<file path="src/rtl/core/acs_pkg.sv">
// Shared constants and types for the converter channel scanner.
`default_nettype none
package acs_pkg;

  localparam int NUM_CHANNELS = 8;
  localparam int SAMPLE_BITS  = 10;
  localparam int CH_W         = 3;
  localparam int TABLE_DEPTH  = 8;

  typedef logic [CH_W-1:0]        chan_t;
  typedef logic [SAMPLE_BITS-1:0] sample_t;

  typedef enum logic [1:0] {
    ST_OK        = 2'd0,
    ST_NO_ACCESS = 2'd1,
    ST_INVALID   = 2'd2
  } status_t;

  typedef enum logic [1:0] {
    REQ_CONV  = 2'd0,
    REQ_READ  = 2'd1,
    REQ_WRITE = 2'd2
  } req_type_t;

  typedef enum logic [1:0] {
    CFG_REF_SELECT     = 2'd0,
    CFG_WIDE_MODE      = 2'd1,
    CFG_CHANNEL_ENABLE = 2'd2
  } cfg_index_t;

  localparam logic  DATA_REG       = 1'b1;
  localparam logic [1:0] REF_FORBIDDEN = 2'd2;
  localparam logic [1:0] REF_INTERNAL  = 2'd3;

  function automatic chan_t next_chan(input chan_t ch);
    logic [CH_W:0] inc;
    inc = {1'b0, ch} + (CH_W+1)'(1);
    if (inc >= (CH_W+1)'(NUM_CHANNELS)) begin
      return '0;
    end
    return inc[CH_W-1:0];
  endfunction

endpackage
`default_nettype wire

</file>
<file path="src/rtl/core/acs_req_if.sv">
// Request channel: conversion events and bus accesses.
`default_nettype none
interface acs_req_if import acs_pkg::*; ();
  logic       valid;
  logic       ready;
  logic [1:0] req_type;
  sample_t    sample;
  logic       reg_index;
  logic [7:0] byte_count;
  logic [7:0] write_byte;

  modport source (output valid, req_type, sample, reg_index, byte_count, write_byte,
                  input ready);
  modport sink   (input valid, req_type, sample, reg_index, byte_count, write_byte,
                  output ready);
endinterface
`default_nettype wire

</file>
<file path="src/rtl/core/acs_rsp_if.sv">
// Response channel: status, read data and scan control.
`default_nettype none
interface acs_rsp_if import acs_pkg::*; ();
  logic       valid;
  logic       ready;
  status_t    status;
  logic [1:0] bytes_returned;
  logic [7:0] first_byte;
  logic [7:0] second_byte;
  chan_t      mux_channel;
  logic       start_conversion;

  modport source (output valid, status, bytes_returned, first_byte, second_byte,
                  mux_channel, start_conversion, input ready);
  modport sink   (input valid, status, bytes_returned, first_byte, second_byte,
                  mux_channel, start_conversion, output ready);
endinterface
`default_nettype wire

</file>
<file path="src/rtl/core/adc_channel_scanner_top.sv">
// Top level of the round-robin converter channel scanner.
// Each request transaction (conversion done, bus read of the sample table, or
// bus write of the read pointer) gives exactly one response transaction; a new
// request is taken every cycle while the response register is empty or being
// drained. The response is held in the single response register and appears in
// the cycle after the request is accepted; the next enabled channel is picked
// by an eight-way rotating priority encoder in the same cycle as the accept.
// Configuration writes take effect at once and must be made while no
// transaction is in flight.
`default_nettype none
module adc_channel_scanner_top import acs_pkg::*; (
  input  wire logic       clk,
  input  wire logic       rst,
  input  wire logic       cfg_we,
  input  wire logic [1:0] cfg_index,
  input  wire logic [7:0] cfg_data,
  acs_req_if.sink         req,
  acs_rsp_if.source       rsp
);

  logic [1:0]              reference_select;
  logic                    wide_mode;
  logic [7:0]              channel_enable;
  logic                    scan_started;
  chan_t                   scan_channel;
  sample_t                 sample_table [TABLE_DEPTH];
  chan_t                   read_pointer;

  logic                    accept;
  logic [NUM_CHANNELS-1:0] live_mask;
  chan_t                   pick_start;
  chan_t                   pick_chan;
  sample_t                 rd_sample;
  logic                    scan_restart;

  status_t                 status_next;
  logic [1:0]              nbytes_next;
  logic [7:0]              b0_next;
  logic [7:0]              b1_next;
  logic                    start_next;
  chan_t                   scan_channel_next;
  logic                    scan_started_next;
  chan_t                   read_pointer_next;
  logic                    table_we;

  assign req.ready = !rsp.valid || rsp.ready;
  assign accept    = req.valid && req.ready;
  assign live_mask = channel_enable[NUM_CHANNELS-1:0];
  assign pick_start = scan_started ? next_chan(scan_channel) : '0;
  assign rd_sample = sample_table[read_pointer];
  // enabling from nothing restarts the scan
  assign scan_restart = cfg_we && cfg_index == CFG_CHANNEL_ENABLE &&
                        channel_enable == 8'd0 && cfg_data != 8'd0;

  acs_rr_pick u_pick (
    .mask  (live_mask),
    .start (pick_start),
    .chan  (pick_chan)
  );

  always_comb begin
    status_next       = ST_OK;
    nbytes_next       = 2'd0;
    b0_next           = 8'd0;
    b1_next           = 8'd0;
    start_next        = 1'b0;
    scan_channel_next = scan_channel;
    scan_started_next = scan_started;
    read_pointer_next = read_pointer;
    table_we          = 1'b0;
    case (req.req_type)
      REQ_CONV: begin
        if (live_mask != '0) begin
          table_we          = scan_started;
          scan_started_next = 1'b1;
          scan_channel_next = pick_chan;
          start_next        = 1'b1;
        end
      end
      REQ_READ: begin
        if (req.reg_index != DATA_REG) begin
          status_next = ST_NO_ACCESS;
        end else if (req.byte_count != 8'd0) begin
          if (wide_mode) begin
            b0_next     = 8'(rd_sample >> 8);
            b1_next     = rd_sample[7:0];
            nbytes_next = 2'd2;
          end else begin
            b0_next     = rd_sample[SAMPLE_BITS-1 -: 8];
            nbytes_next = 2'd1;
          end
          read_pointer_next = next_chan(read_pointer);
        end
      end
      REQ_WRITE: begin
        if (req.byte_count == 8'd0) begin
          status_next = ST_INVALID;
        end else begin
          read_pointer_next = req.write_byte[CH_W-1:0];
        end
      end
      default: begin
      end
    endcase
  end

  always_ff @(posedge clk) begin
    if (rst) begin
      reference_select <= '0;
      wide_mode        <= 1'b0;
      channel_enable   <= '0;
      scan_started     <= 1'b0;
      scan_channel     <= '0;
      read_pointer     <= '0;
      rsp.valid        <= 1'b0;
      for (int i = 0; i < TABLE_DEPTH; i++) begin
        sample_table[i] <= '0;
      end
    end else begin
      if (cfg_we) begin
        case (cfg_index)
          CFG_REF_SELECT: begin
            reference_select <= (cfg_data[1:0] == REF_FORBIDDEN) ? REF_INTERNAL
                                                                 : cfg_data[1:0];
          end
          CFG_WIDE_MODE: begin
            wide_mode <= cfg_data[0];
          end
          CFG_CHANNEL_ENABLE: begin
            channel_enable <= cfg_data;
          end
          default: begin
          end
        endcase
      end
      if (scan_restart) begin
        scan_started <= 1'b0;
      end else if (accept) begin
        scan_started <= scan_started_next;
      end
      if (accept) begin
        scan_channel <= scan_channel_next;
        read_pointer <= read_pointer_next;
        if (table_we) begin
          sample_table[scan_channel] <= req.sample;
        end
      end
      if (accept) begin
        rsp.valid <= 1'b1;
      end else if (rsp.ready) begin
        rsp.valid <= 1'b0;
      end
    end
  end

  always_ff @(posedge clk) begin
    if (accept) begin
      rsp.status           <= status_next;
      rsp.bytes_returned   <= nbytes_next;
      rsp.first_byte       <= b0_next;
      rsp.second_byte      <= b1_next;
      rsp.mux_channel      <= scan_channel_next;
      rsp.start_conversion <= start_next;
    end
  end

  a_ref_never_two: assert property (@(posedge clk) disable iff (rst)
    reference_select != REF_FORBIDDEN)
    else $error("reference select holds the forbidden code");

  a_start_on_enabled: assert property (@(posedge clk) disable iff (rst)
    rsp.valid && rsp.start_conversion |-> channel_enable[rsp.mux_channel])
    else $error("conversion started on a disabled channel");

  a_bytes_only_ok: assert property (@(posedge clk) disable iff (rst)
    rsp.valid && rsp.bytes_returned != 2'd0 |-> rsp.status == ST_OK)
    else $error("read data returned with an error status");

  a_ptr_advance: assert property (@(posedge clk) disable iff (rst)
    accept && req.req_type == REQ_READ && req.reg_index == DATA_REG &&
    req.byte_count != 8'd0 |=> read_pointer == next_chan($past(read_pointer)))
    else $error("read pointer did not advance after a data read");

  a_ptr_write: assert property (@(posedge clk) disable iff (rst)
    accept && req.req_type == REQ_WRITE && req.byte_count != 8'd0
    |=> read_pointer == $past(req.write_byte[CH_W-1:0]))
    else $error("read pointer write lost");

endmodule
`default_nettype wire

</file>
<file path="src/rtl/core/acs_rr_pick.sv">
// Rotating priority encoder: first enabled channel at or after a start point.
`default_nettype none
module acs_rr_pick import acs_pkg::*; (
  input  wire logic [NUM_CHANNELS-1:0] mask,
  input  wire chan_t                   start,
  output chan_t                        chan
);

  always_comb begin
    logic [CH_W:0] idx;
    chan_t         c;
    chan = start;
    for (int i = NUM_CHANNELS - 1; i >= 0; i--) begin
      idx = {1'b0, start} + (CH_W+1)'(i);
      if (idx >= (CH_W+1)'(NUM_CHANNELS)) begin
        idx = idx - (CH_W+1)'(NUM_CHANNELS);
      end
      c = idx[CH_W-1:0];
      if (mask[c]) begin
        chan = c;
      end
    end
  end

endmodule
`default_nettype wire
</file>
<file path="src/flat_wrapper.sv">
// flat-port wrapper written by rule: the top's interface ports become plain ports
module adc_channel_scanner_top_flat import acs_pkg::*;
  (clk, rst, cfg_we, cfg_index, cfg_data, req_valid, req_req_type, req_sample, req_reg_index, req_byte_count, req_write_byte, req_ready, rsp_valid, rsp_status, rsp_bytes_returned, rsp_first_byte, rsp_second_byte, rsp_mux_channel, rsp_start_conversion, rsp_ready);
  acs_req_if req_i ();
  acs_rsp_if rsp_i ();
  input  wire logic clk;
  input  wire logic rst;
  input  wire logic cfg_we;
  input  wire logic [1:0] cfg_index;
  input  wire logic [7:0] cfg_data;
  input wire logic [$bits(req_i.valid)-1:0] req_valid;
  input wire logic [$bits(req_i.req_type)-1:0] req_req_type;
  input wire logic [$bits(req_i.sample)-1:0] req_sample;
  input wire logic [$bits(req_i.reg_index)-1:0] req_reg_index;
  input wire logic [$bits(req_i.byte_count)-1:0] req_byte_count;
  input wire logic [$bits(req_i.write_byte)-1:0] req_write_byte;
  output wire logic [$bits(req_i.ready)-1:0] req_ready;
  output wire logic [$bits(rsp_i.valid)-1:0] rsp_valid;
  output wire logic [$bits(rsp_i.status)-1:0] rsp_status;
  output wire logic [$bits(rsp_i.bytes_returned)-1:0] rsp_bytes_returned;
  output wire logic [$bits(rsp_i.first_byte)-1:0] rsp_first_byte;
  output wire logic [$bits(rsp_i.second_byte)-1:0] rsp_second_byte;
  output wire logic [$bits(rsp_i.mux_channel)-1:0] rsp_mux_channel;
  output wire logic [$bits(rsp_i.start_conversion)-1:0] rsp_start_conversion;
  input wire logic [$bits(rsp_i.ready)-1:0] rsp_ready;
  assign req_i.valid = req_valid;
  assign req_i.req_type = req_req_type;
  assign req_i.sample = req_sample;
  assign req_i.reg_index = req_reg_index;
  assign req_i.byte_count = req_byte_count;
  assign req_i.write_byte = req_write_byte;
  assign req_ready = req_i.ready;
  assign rsp_valid = rsp_i.valid;
  assign rsp_status = rsp_i.status;
  assign rsp_bytes_returned = rsp_i.bytes_returned;
  assign rsp_first_byte = rsp_i.first_byte;
  assign rsp_second_byte = rsp_i.second_byte;
  assign rsp_mux_channel = rsp_i.mux_channel;
  assign rsp_start_conversion = rsp_i.start_conversion;
  assign rsp_i.ready = rsp_ready;
  adc_channel_scanner_top u_core (.clk(clk), .rst(rst), .cfg_we(cfg_we), .cfg_index(cfg_index), .cfg_data(cfg_data), .req(req_i), .rsp(rsp_i));
endmodule
</file>
<file path="config.mk">
export PLATFORM = sky130hd
export DESIGN_NAME = adc_channel_scanner_top_flat
export DESIGN_NICKNAME = d
export VERILOG_FILES = /design/src/rtl/core/acs_pkg.sv /design/src/rtl/core/acs_req_if.sv /design/src/rtl/core/acs_rsp_if.sv /design/src/rtl/core/adc_channel_scanner_top.sv /design/src/rtl/core/acs_rr_pick.sv /design/src/flat_wrapper.sv
export SDC_FILE = /design/constraint.sdc
export NUM_CORES = 1
export LEC_CHECK = 0
export ABC_CLOCK_PERIOD_IN_PS = 3100
export BUFFER_PORTS_ARGS = -buffer_cell sky130_fd_sc_hd__buf_2
export CAP_MARGIN = 15
export CORE_MARGIN = 5
export CORE_UTILIZATION = 48
export CTS_BUF_LIST = sky130_fd_sc_hd__clkbuf_8
export CTS_CLUSTER_SIZE = 14
export DETAILED_ROUTE_END_ITERATION = 16
export PLACE_DENSITY = 0.7
export SETUP_SLACK_MARGIN = 0.1
export SYNTH_ARGS = -nofsm -noshare
export SYNTH_HDL_FRONTEND = slang
export SYNTH_SLANG_ARGS = --single-unit
</file>
<file path="constraint.sdc">
create_clock -name clk -period 3.1 [get_ports clk]
set_clock_uncertainty 0.05 [all_clocks]
set_input_delay 0.62 -clock clk [delete_from_list [all_inputs] [get_ports clk]]
set_output_delay 0.62 -clock clk [all_outputs]
set_load 0.02 [all_outputs]
</file>
; ---- After elaboration in Yosys (flattened, before gate mapping)
; Memory sizes are Yosys's and may differ from the RTL's. A register that Yosys moved wholly into a read port is not among the register bits.
; Cells that the tools add are included.
[word_totals]
memories = 1
in_bits = 44
regBits = 41
elab_cells = 151
ram_bits = 80
[mem_list]
columns = name, words, word_bits, read_ports, rd_ports_with_merged_regs, write_ports, line_no
row1 = u_core.sample_table, 8, 10, 1, 1, 8, adc_channel_scanner_top.sv:26  ; sample_t sample_table [TABLE_DEPTH];
[op_classes]
bitwise = 3
n_eq_ne = 7
n_addsub = 17
n_reduce_logical = 23
n_mux = 69
magnitude_cmp = 18
[ops]
columns = operator, count
row1 = 3-bit two-way mux, 29
row2 = "4-bit greater-or-equal comparator, second input constant", 9
row3 = "3-bit by 4-bit < comparator with 1-bit output, second input constant", 8
row4 = 1-bit two-way mux, 26
row5 = 1-bit binary-select mux with 3-bit select, 8
row6 = 8-bit nonzero test, 3
row7 = "3-bit by 1-bit subtractor with 3-bit output, second input constant", 8
row8 = "3-bit by 3-bit adder with 4-bit output, second input constant", 4
row9 = 8-bit logical NOT, 2
row10 = "3-bit by 1-bit adder with 4-bit output, second input constant", 3
row11 = 10-bit two-way mux, 1
row12 = 10-bit OR reduction, 1
row13 = "3-bit by 2-bit adder with 4-bit output, second input constant", 2
row14 = 2-bit two-way mux, 3
row15 = 3-bit case mux with 2 select lines, 1
row16 = 3-bit AND reduction, 2
row17 = 5-bit AND reduction, 1
row18 = "2-bit by 1-bit == test with 1-bit output, second input constant", 2
row19 = "2-bit == test, second input constant", 2
row20 = "3-bit by 4-bit greater-or-equal comparator with 1-bit output, second input constant", 1
row21 = 1-bit logical AND, 4
row22 = "2-bit inequality test, second input constant", 2
row23 = 2-bit case mux with 2 select lines, 1
row24 = 2-bit AND reduction, 2
row25 = 9 further kinds, 12

; ---- Longest topological paths before layout
[logic_depth]
word_depth = 20
depth_mapped = 13
ltp_nobuf = 12

; ---- Hierarchy
; Synthesis repeated with hierarchy kept, for this count alone.
[unflattened]
cells_unflattened = 468
hier_area_um2 = 6451.2
[modules_own_cells]
columns = module, instances, area_per_inst_um2, cells_each
row1 = adc_channel_scanner_top, 1, 5612.9, 377
row2 = acs_rr_pick, 1, 838.3, 91

; ---- Worst setup path after synthesis
; Ideal clock, no wire load.
[synth_path]
path_type = input to register
start = input port rsp_ready
end = memory u_core.sample_table[1][0] (netlist name), enable pin
slack_ns = 0.254
arrival_ns = 2.481
path_buffers = 0
cell_stages = 8
required_ns = 2.735
path_cell_list = nand2b_1 nand2_1 inv_1 nand2_1 nor2_1 nand3_1 nor3_1 or2_2
[synth_rtl]
columns = item, line_no
row1 = from (decl), flat_wrapper.sv:25  ; input wire logic [$bits(rsp_i.ready)-1:0] rsp_ready;
row2 = to (decl), adc_channel_scanner_top.sv:26

; ---- Worst setup path in the final report
[layout_path]
start = register u_core.scan_channel[0]
end = register u_core.rsp.mux_channel[0] (netlist name) (data pin)
[layout_via]
elab_chain_cells = 20
[layout_lines]
columns = item, line_no
row1 = from (decl), adc_channel_scanner_top.sv:25  ; chan_t scan_channel;
row2 = from (signal assigned), adc_channel_scanner_top.sv:142  ; scan_channel <= scan_channel_next;
row3 = 3-bit by 1-bit adder with 4-bit output, acs_pkg.sv:37  ; inc = {1'b0, ch} + (CH_W+1)'(1);
row4 = 4-bit greater-or-equal comparator, acs_pkg.sv:38  ; if (inc >= (CH_W+1)'(NUM_CHANNELS)) begin
row5 = 1-bit two-way mux, acs_pkg.sv:38
row6 = 3-bit two-way mux, acs_pkg.sv:41  ; return inc[CH_W-1:0];
row7 = 3-bit two-way mux, adc_channel_scanner_top.sv:49  ; assign pick_start = scan_started ? next_chan(scan_channel) : '0;
row8 = 3-bit by 3-bit adder with 4-bit output, acs_rr_pick.sv:14  ; idx = {1'b0, start} + (CH_W+1)'(i);
row9 = 4-bit greater-or-equal comparator / 3-bit by 1-bit subtractor with 3-bit output (equally long branches), "acs_rr_pick.sv:15, acs_rr_pick.sv:16"
row10 = 3-bit two-way mux, acs_rr_pick.sv:15  ; if (idx >= (CH_W+1)'(NUM_CHANNELS)) begin
row11 = 1-bit binary-select mux with 3-bit select, acs_rr_pick.sv:19  ; if (mask[c]) begin
row12 = 1-bit two-way mux (not written as such), acs_rr_pick.sv:19
row13 = 3-bit two-way mux (8 in series), acs_rr_pick.sv:19
row14 = 3-bit two-way mux, adc_channel_scanner_top.sv:73  ; if (live_mask != '0) begin
row15 = 3-bit two-way mux *, adc_channel_scanner_top.sv:71  ; case (req.req_type)
row16 = named net u_core.scan_channel_next[0], adc_channel_scanner_top.sv:41  ; chan_t scan_channel_next;
row17 = to (signal assigned), adc_channel_scanner_top.sv:162  ; rsp.mux_channel <= scan_channel_next;
row18 = to (decl), acs_rsp_if.sv:14  ; mux_channel, start_conversion, input ready);
; Mark *: on every way through the listed nets, which the timed path passes. The rest lies on a longest branch. The select of a mux whose other input is x is not followed.
; A chain may end at the register's enable or synchronous reset.

==> flow_metrics.env <==
export IMPL_avgSynthCellArea_um2=12.5
export IMPL_clkLatencyLatePin_ns=0.43
export IMPL_final_layout_size_suffix_gt1_share_pct=28.8
export IMPL_io_pin_count=70
export IMPL_vdd_ir_drop_max_v=0.000391
export IMPL_power_leakage_nw=3.06
export IMPL_critPathMaxFanout=9
export IMPL_place_area_mm2=0.00692
export IMPL_tns_ns=0
export IMPL_clock_fmax_mhz=352
export IMPL_max_cap_violations=0
export IMPL_synth_area_mm2=0.00632
export IMPL_antenna_found_initial=0
export IMPL_synthDistinctLibCells=59
export IMPL_stdcell_area_mm2=0.00741
export IMPL_critical_path_max_stage_delay_ns=0.34
export IMPL_num_rows=42
export IMPL_num_antenna_cells=0
export IMPL_cp_end_kind="flop"
export IMPL_wire_per_inst_um=17.4
export IMPL_postCtsSetupRepairBufs=0
export IMPL_vias=4098
export IMPL_hp_class="input pin to flop"
export IMPL_final_util_pct=56.6
export IMPL_die_width_um=125
export IMPL_place_congestion=0.914
export IMPL_critPathRequiredTime_ns=3.24
export IMPL_rsz0062_at_grt="yes"
export IMPL_core_area_mm2=0.0131
export IMPL_path_cells="buf_4 > nand3_1 > nand3_4 > ha_4 > nor2b_2 > nand3_1 > o311ai_4 > buf_4 > mux2i_1 > nand2b_1 > a41oi_1 > a21oi_1 > and2_1"
export IMPL_h_tree_depth=4
export IMPL_preCtsSetupSlack_ns=0.0573
export IMPL_cts_tree="done"
export IMPL_clock_path_buffers=2
export IMPL_synthTopCellsByArea="edfxtp_1 (49%), and2_1 (8.2%), mux2i_1 (7.6%)"
export IMPL_status="finished clean"
export IMPL_grt_pass1_wl_um=21800
export IMPL_drc=0
export IMPL_first_pass_iters=4
export IMPL_criticalPathCategory="flop to flop"
export IMPL_slew_headroom_pct=47.5
export IMPL_setup_viol=0
export IMPL_cp_slowest_cell="dfxtp_2"
export IMPL_initial_core_util_pct=48.3
export IMPL_finalMaxSlewViolations=0
export IMPL_synth_top_cells_by_count="edfxtp_1 (104), and2_1 (83), nor2_1 (50)"
export IMPL_grt_use_total_pct=17.9
export IMPL_ant_nets=0
export IMPL_numCtsBuffers=17
export IMPL_p_total_mw=3.71
export IMPL_numPortBuffers=64
export IMPL_vias_per_cell=5.28
export IMPL_synth_largest_area_cell="edfxtp_1"
export IMPL_grt_pass1_vias=4224
export IMPL_worst_slew_pin_slew_ns=0.786
export IMPL_die_height_um=125
export IMPL_ys_seq_elements=124
export IMPL_setup_slack_ns=0.262
export IMPL_power_density_mw_per_mm2=500
export IMPL_cts_sinks=124
export IMPL_synth_flop_cell="edfxtp_1"
export IMPL_cts_root_buf="clkbuf_8"
export IMPL_cpLargestDelayFamily="simple AND/OR/NAND/NOR gates"
export IMPL_dpl_hpwl_um=9550
export IMPL_drt_iter0_drc=334
export IMPL_startpoint_type="flop"
export IMPL_nNetsFinal=638
export IMPL_finalCritPeriodShare_pct=91.6
export IMPL_synth_seq_area_share_pct=55.7
export IMPL_syn_inst=506
export IMPL_synthArstFlopShare_pct=0
export IMPL_cp_num_buf_inv=2
export IMPL_gr_total_overflow=0
export IMPL_clk_pin_slew_ns=0.06
export IMPL_finalCriticalPeriod_ns=2.84
export IMPL_wirelength_um=13500
export IMPL_yosys_area_top_type_share_pct=49.4
export IMPL_critical_path_arrival_ns=2.98
export IMPL_fill_cells=1062
export IMPL_synth_warnings=0
export IMPL_hold_violations=0
export IMPL_grt_max_degree=27
export IMPL_synth_net_count=557
export IMPL_dieArea_mm2=0.0156
export IMPL_synth_edf_count=104
export IMPL_syn2layout_area_growth_pct=17.2
export IMPL_synth_most_common_cell="edfxtp_1"
-- timing repair --
| item | in CTS | in global routing |
|---|---|---|
| endpoints found under the setup margin | 1 | 5 |
| hold buffers | 0 | 0 |
| resized for setup | 2 | 15 |
| endpoints found under the hold margin | 0 | 0 |
| pin swaps | 0 | 2 |
-- metal layers --
metal	wire, um	part of all wire [%]	GRT usage, %
met1	6060	45	24.0
met3	700	5.2	5.23
met5	0	0	0
met4	214	1.6	6.13
met2	6490	48	28.0
-- cell type report --
cell class                      count  area, um^2  share of cell area (%)
Multi-Input combinational cell    342        2690                    36.2
Sequential cell                   124        3530                    47.6
Inverter                           14        57.6                   0.777
Clock buffer                       17         234                    3.16
Clock inverter                     15         183                    2.46
Timing Repair Buffer               88         504                    6.80
Tap cell                          176         220                    2.97
-- worst min-delay path, stage by stage --
cell     delay [ns]
buf_2          0.10
inv_1          0.04
a21oi_1        0.05
-- cells in the final DEF (no fill, tap or decap), types with 4 or more instances in the layout --
master	instances
nand2b_1	9
a21oi_1	11
dfxtp_1	18
and2_1	83
edfxtp_1	104
mux4_2	20
nand2_1	22
nor2_1	50
or2_2	9
ha_1	5
inv_1	15
bufinv_16	4
nor4_1	6
buf_2	64
clkbuf_8	17
nand3_1	8
buf_4	23
nand3b_1	6
mux2i_1	47
-- where the power goes --
group	switching, mW	total [mW]	internal, mW	leakage [nW]
Clock	0.610	1.47	0.861	0.218
Sequential	0.0282	1.89	1.87	1.23
Combinational	0.200	0.345	0.145	1.61
Total	0.838	3.71	2.87	3.06
-- cells by family (layout without fill, tap and decap cells) --
group,after synthesis,after routing,synth area share [%]
and+or+nand+nor,215,215,18.6
AOI/OAI and AO/OA,45,45,5.42
buffers and inverters,40,134,2.87
DFF,124,124,55.7
adders and majority gates,7,7,1.39
xor gates and xnor gates,1,1,0.139
muxes,74,74,15.9
-- metrics by stage --
stage          hold slack [ns]  std cells
2_1_floorplan            0.454        506
3_3_place_gp             0.451        744
3_5_place_dp             0.468        744
4_1_cts                  0.343        776
5_1_grt                  0.356        776
6_report                 0.379        776
-- state kept, by name, indices dropped and copies added, names as in the netlist, named ones only --
name,flops
u_core.rsp.second_byte,8
u_core.rsp.bytes_returned,2
u_core.rsp.status,2
u_core.read_pointer,3
u_core.rsp.mux_channel,3
u_core.rsp.start_conversion,1
u_core.rsp.valid,1
u_core.sample_table,80
u_core.channel_enable,8
u_core.scan_started,1
u_core.wide_mode,1
u_core.rsp.first_byte,8
u_core.scan_channel,3
-- path summary, 6_finish.rpt --
check / end / start / cells past startpoint / slack [ns]
worst max-delay path: u_core.rsp.mux_channel[0] / u_core.scan_channel[0] / 13 / 0.26
worst min-delay path: u_core.rsp.valid / req_valid / 3 / 0.38
worst max register to register: u_core.rsp.mux_channel[0] / u_core.scan_channel[0] / 13 / 0.26
worst min register to register: u_core.rsp.valid / u_core.rsp.valid / 2 / 0.48
(Power assumes the default switching activity.)
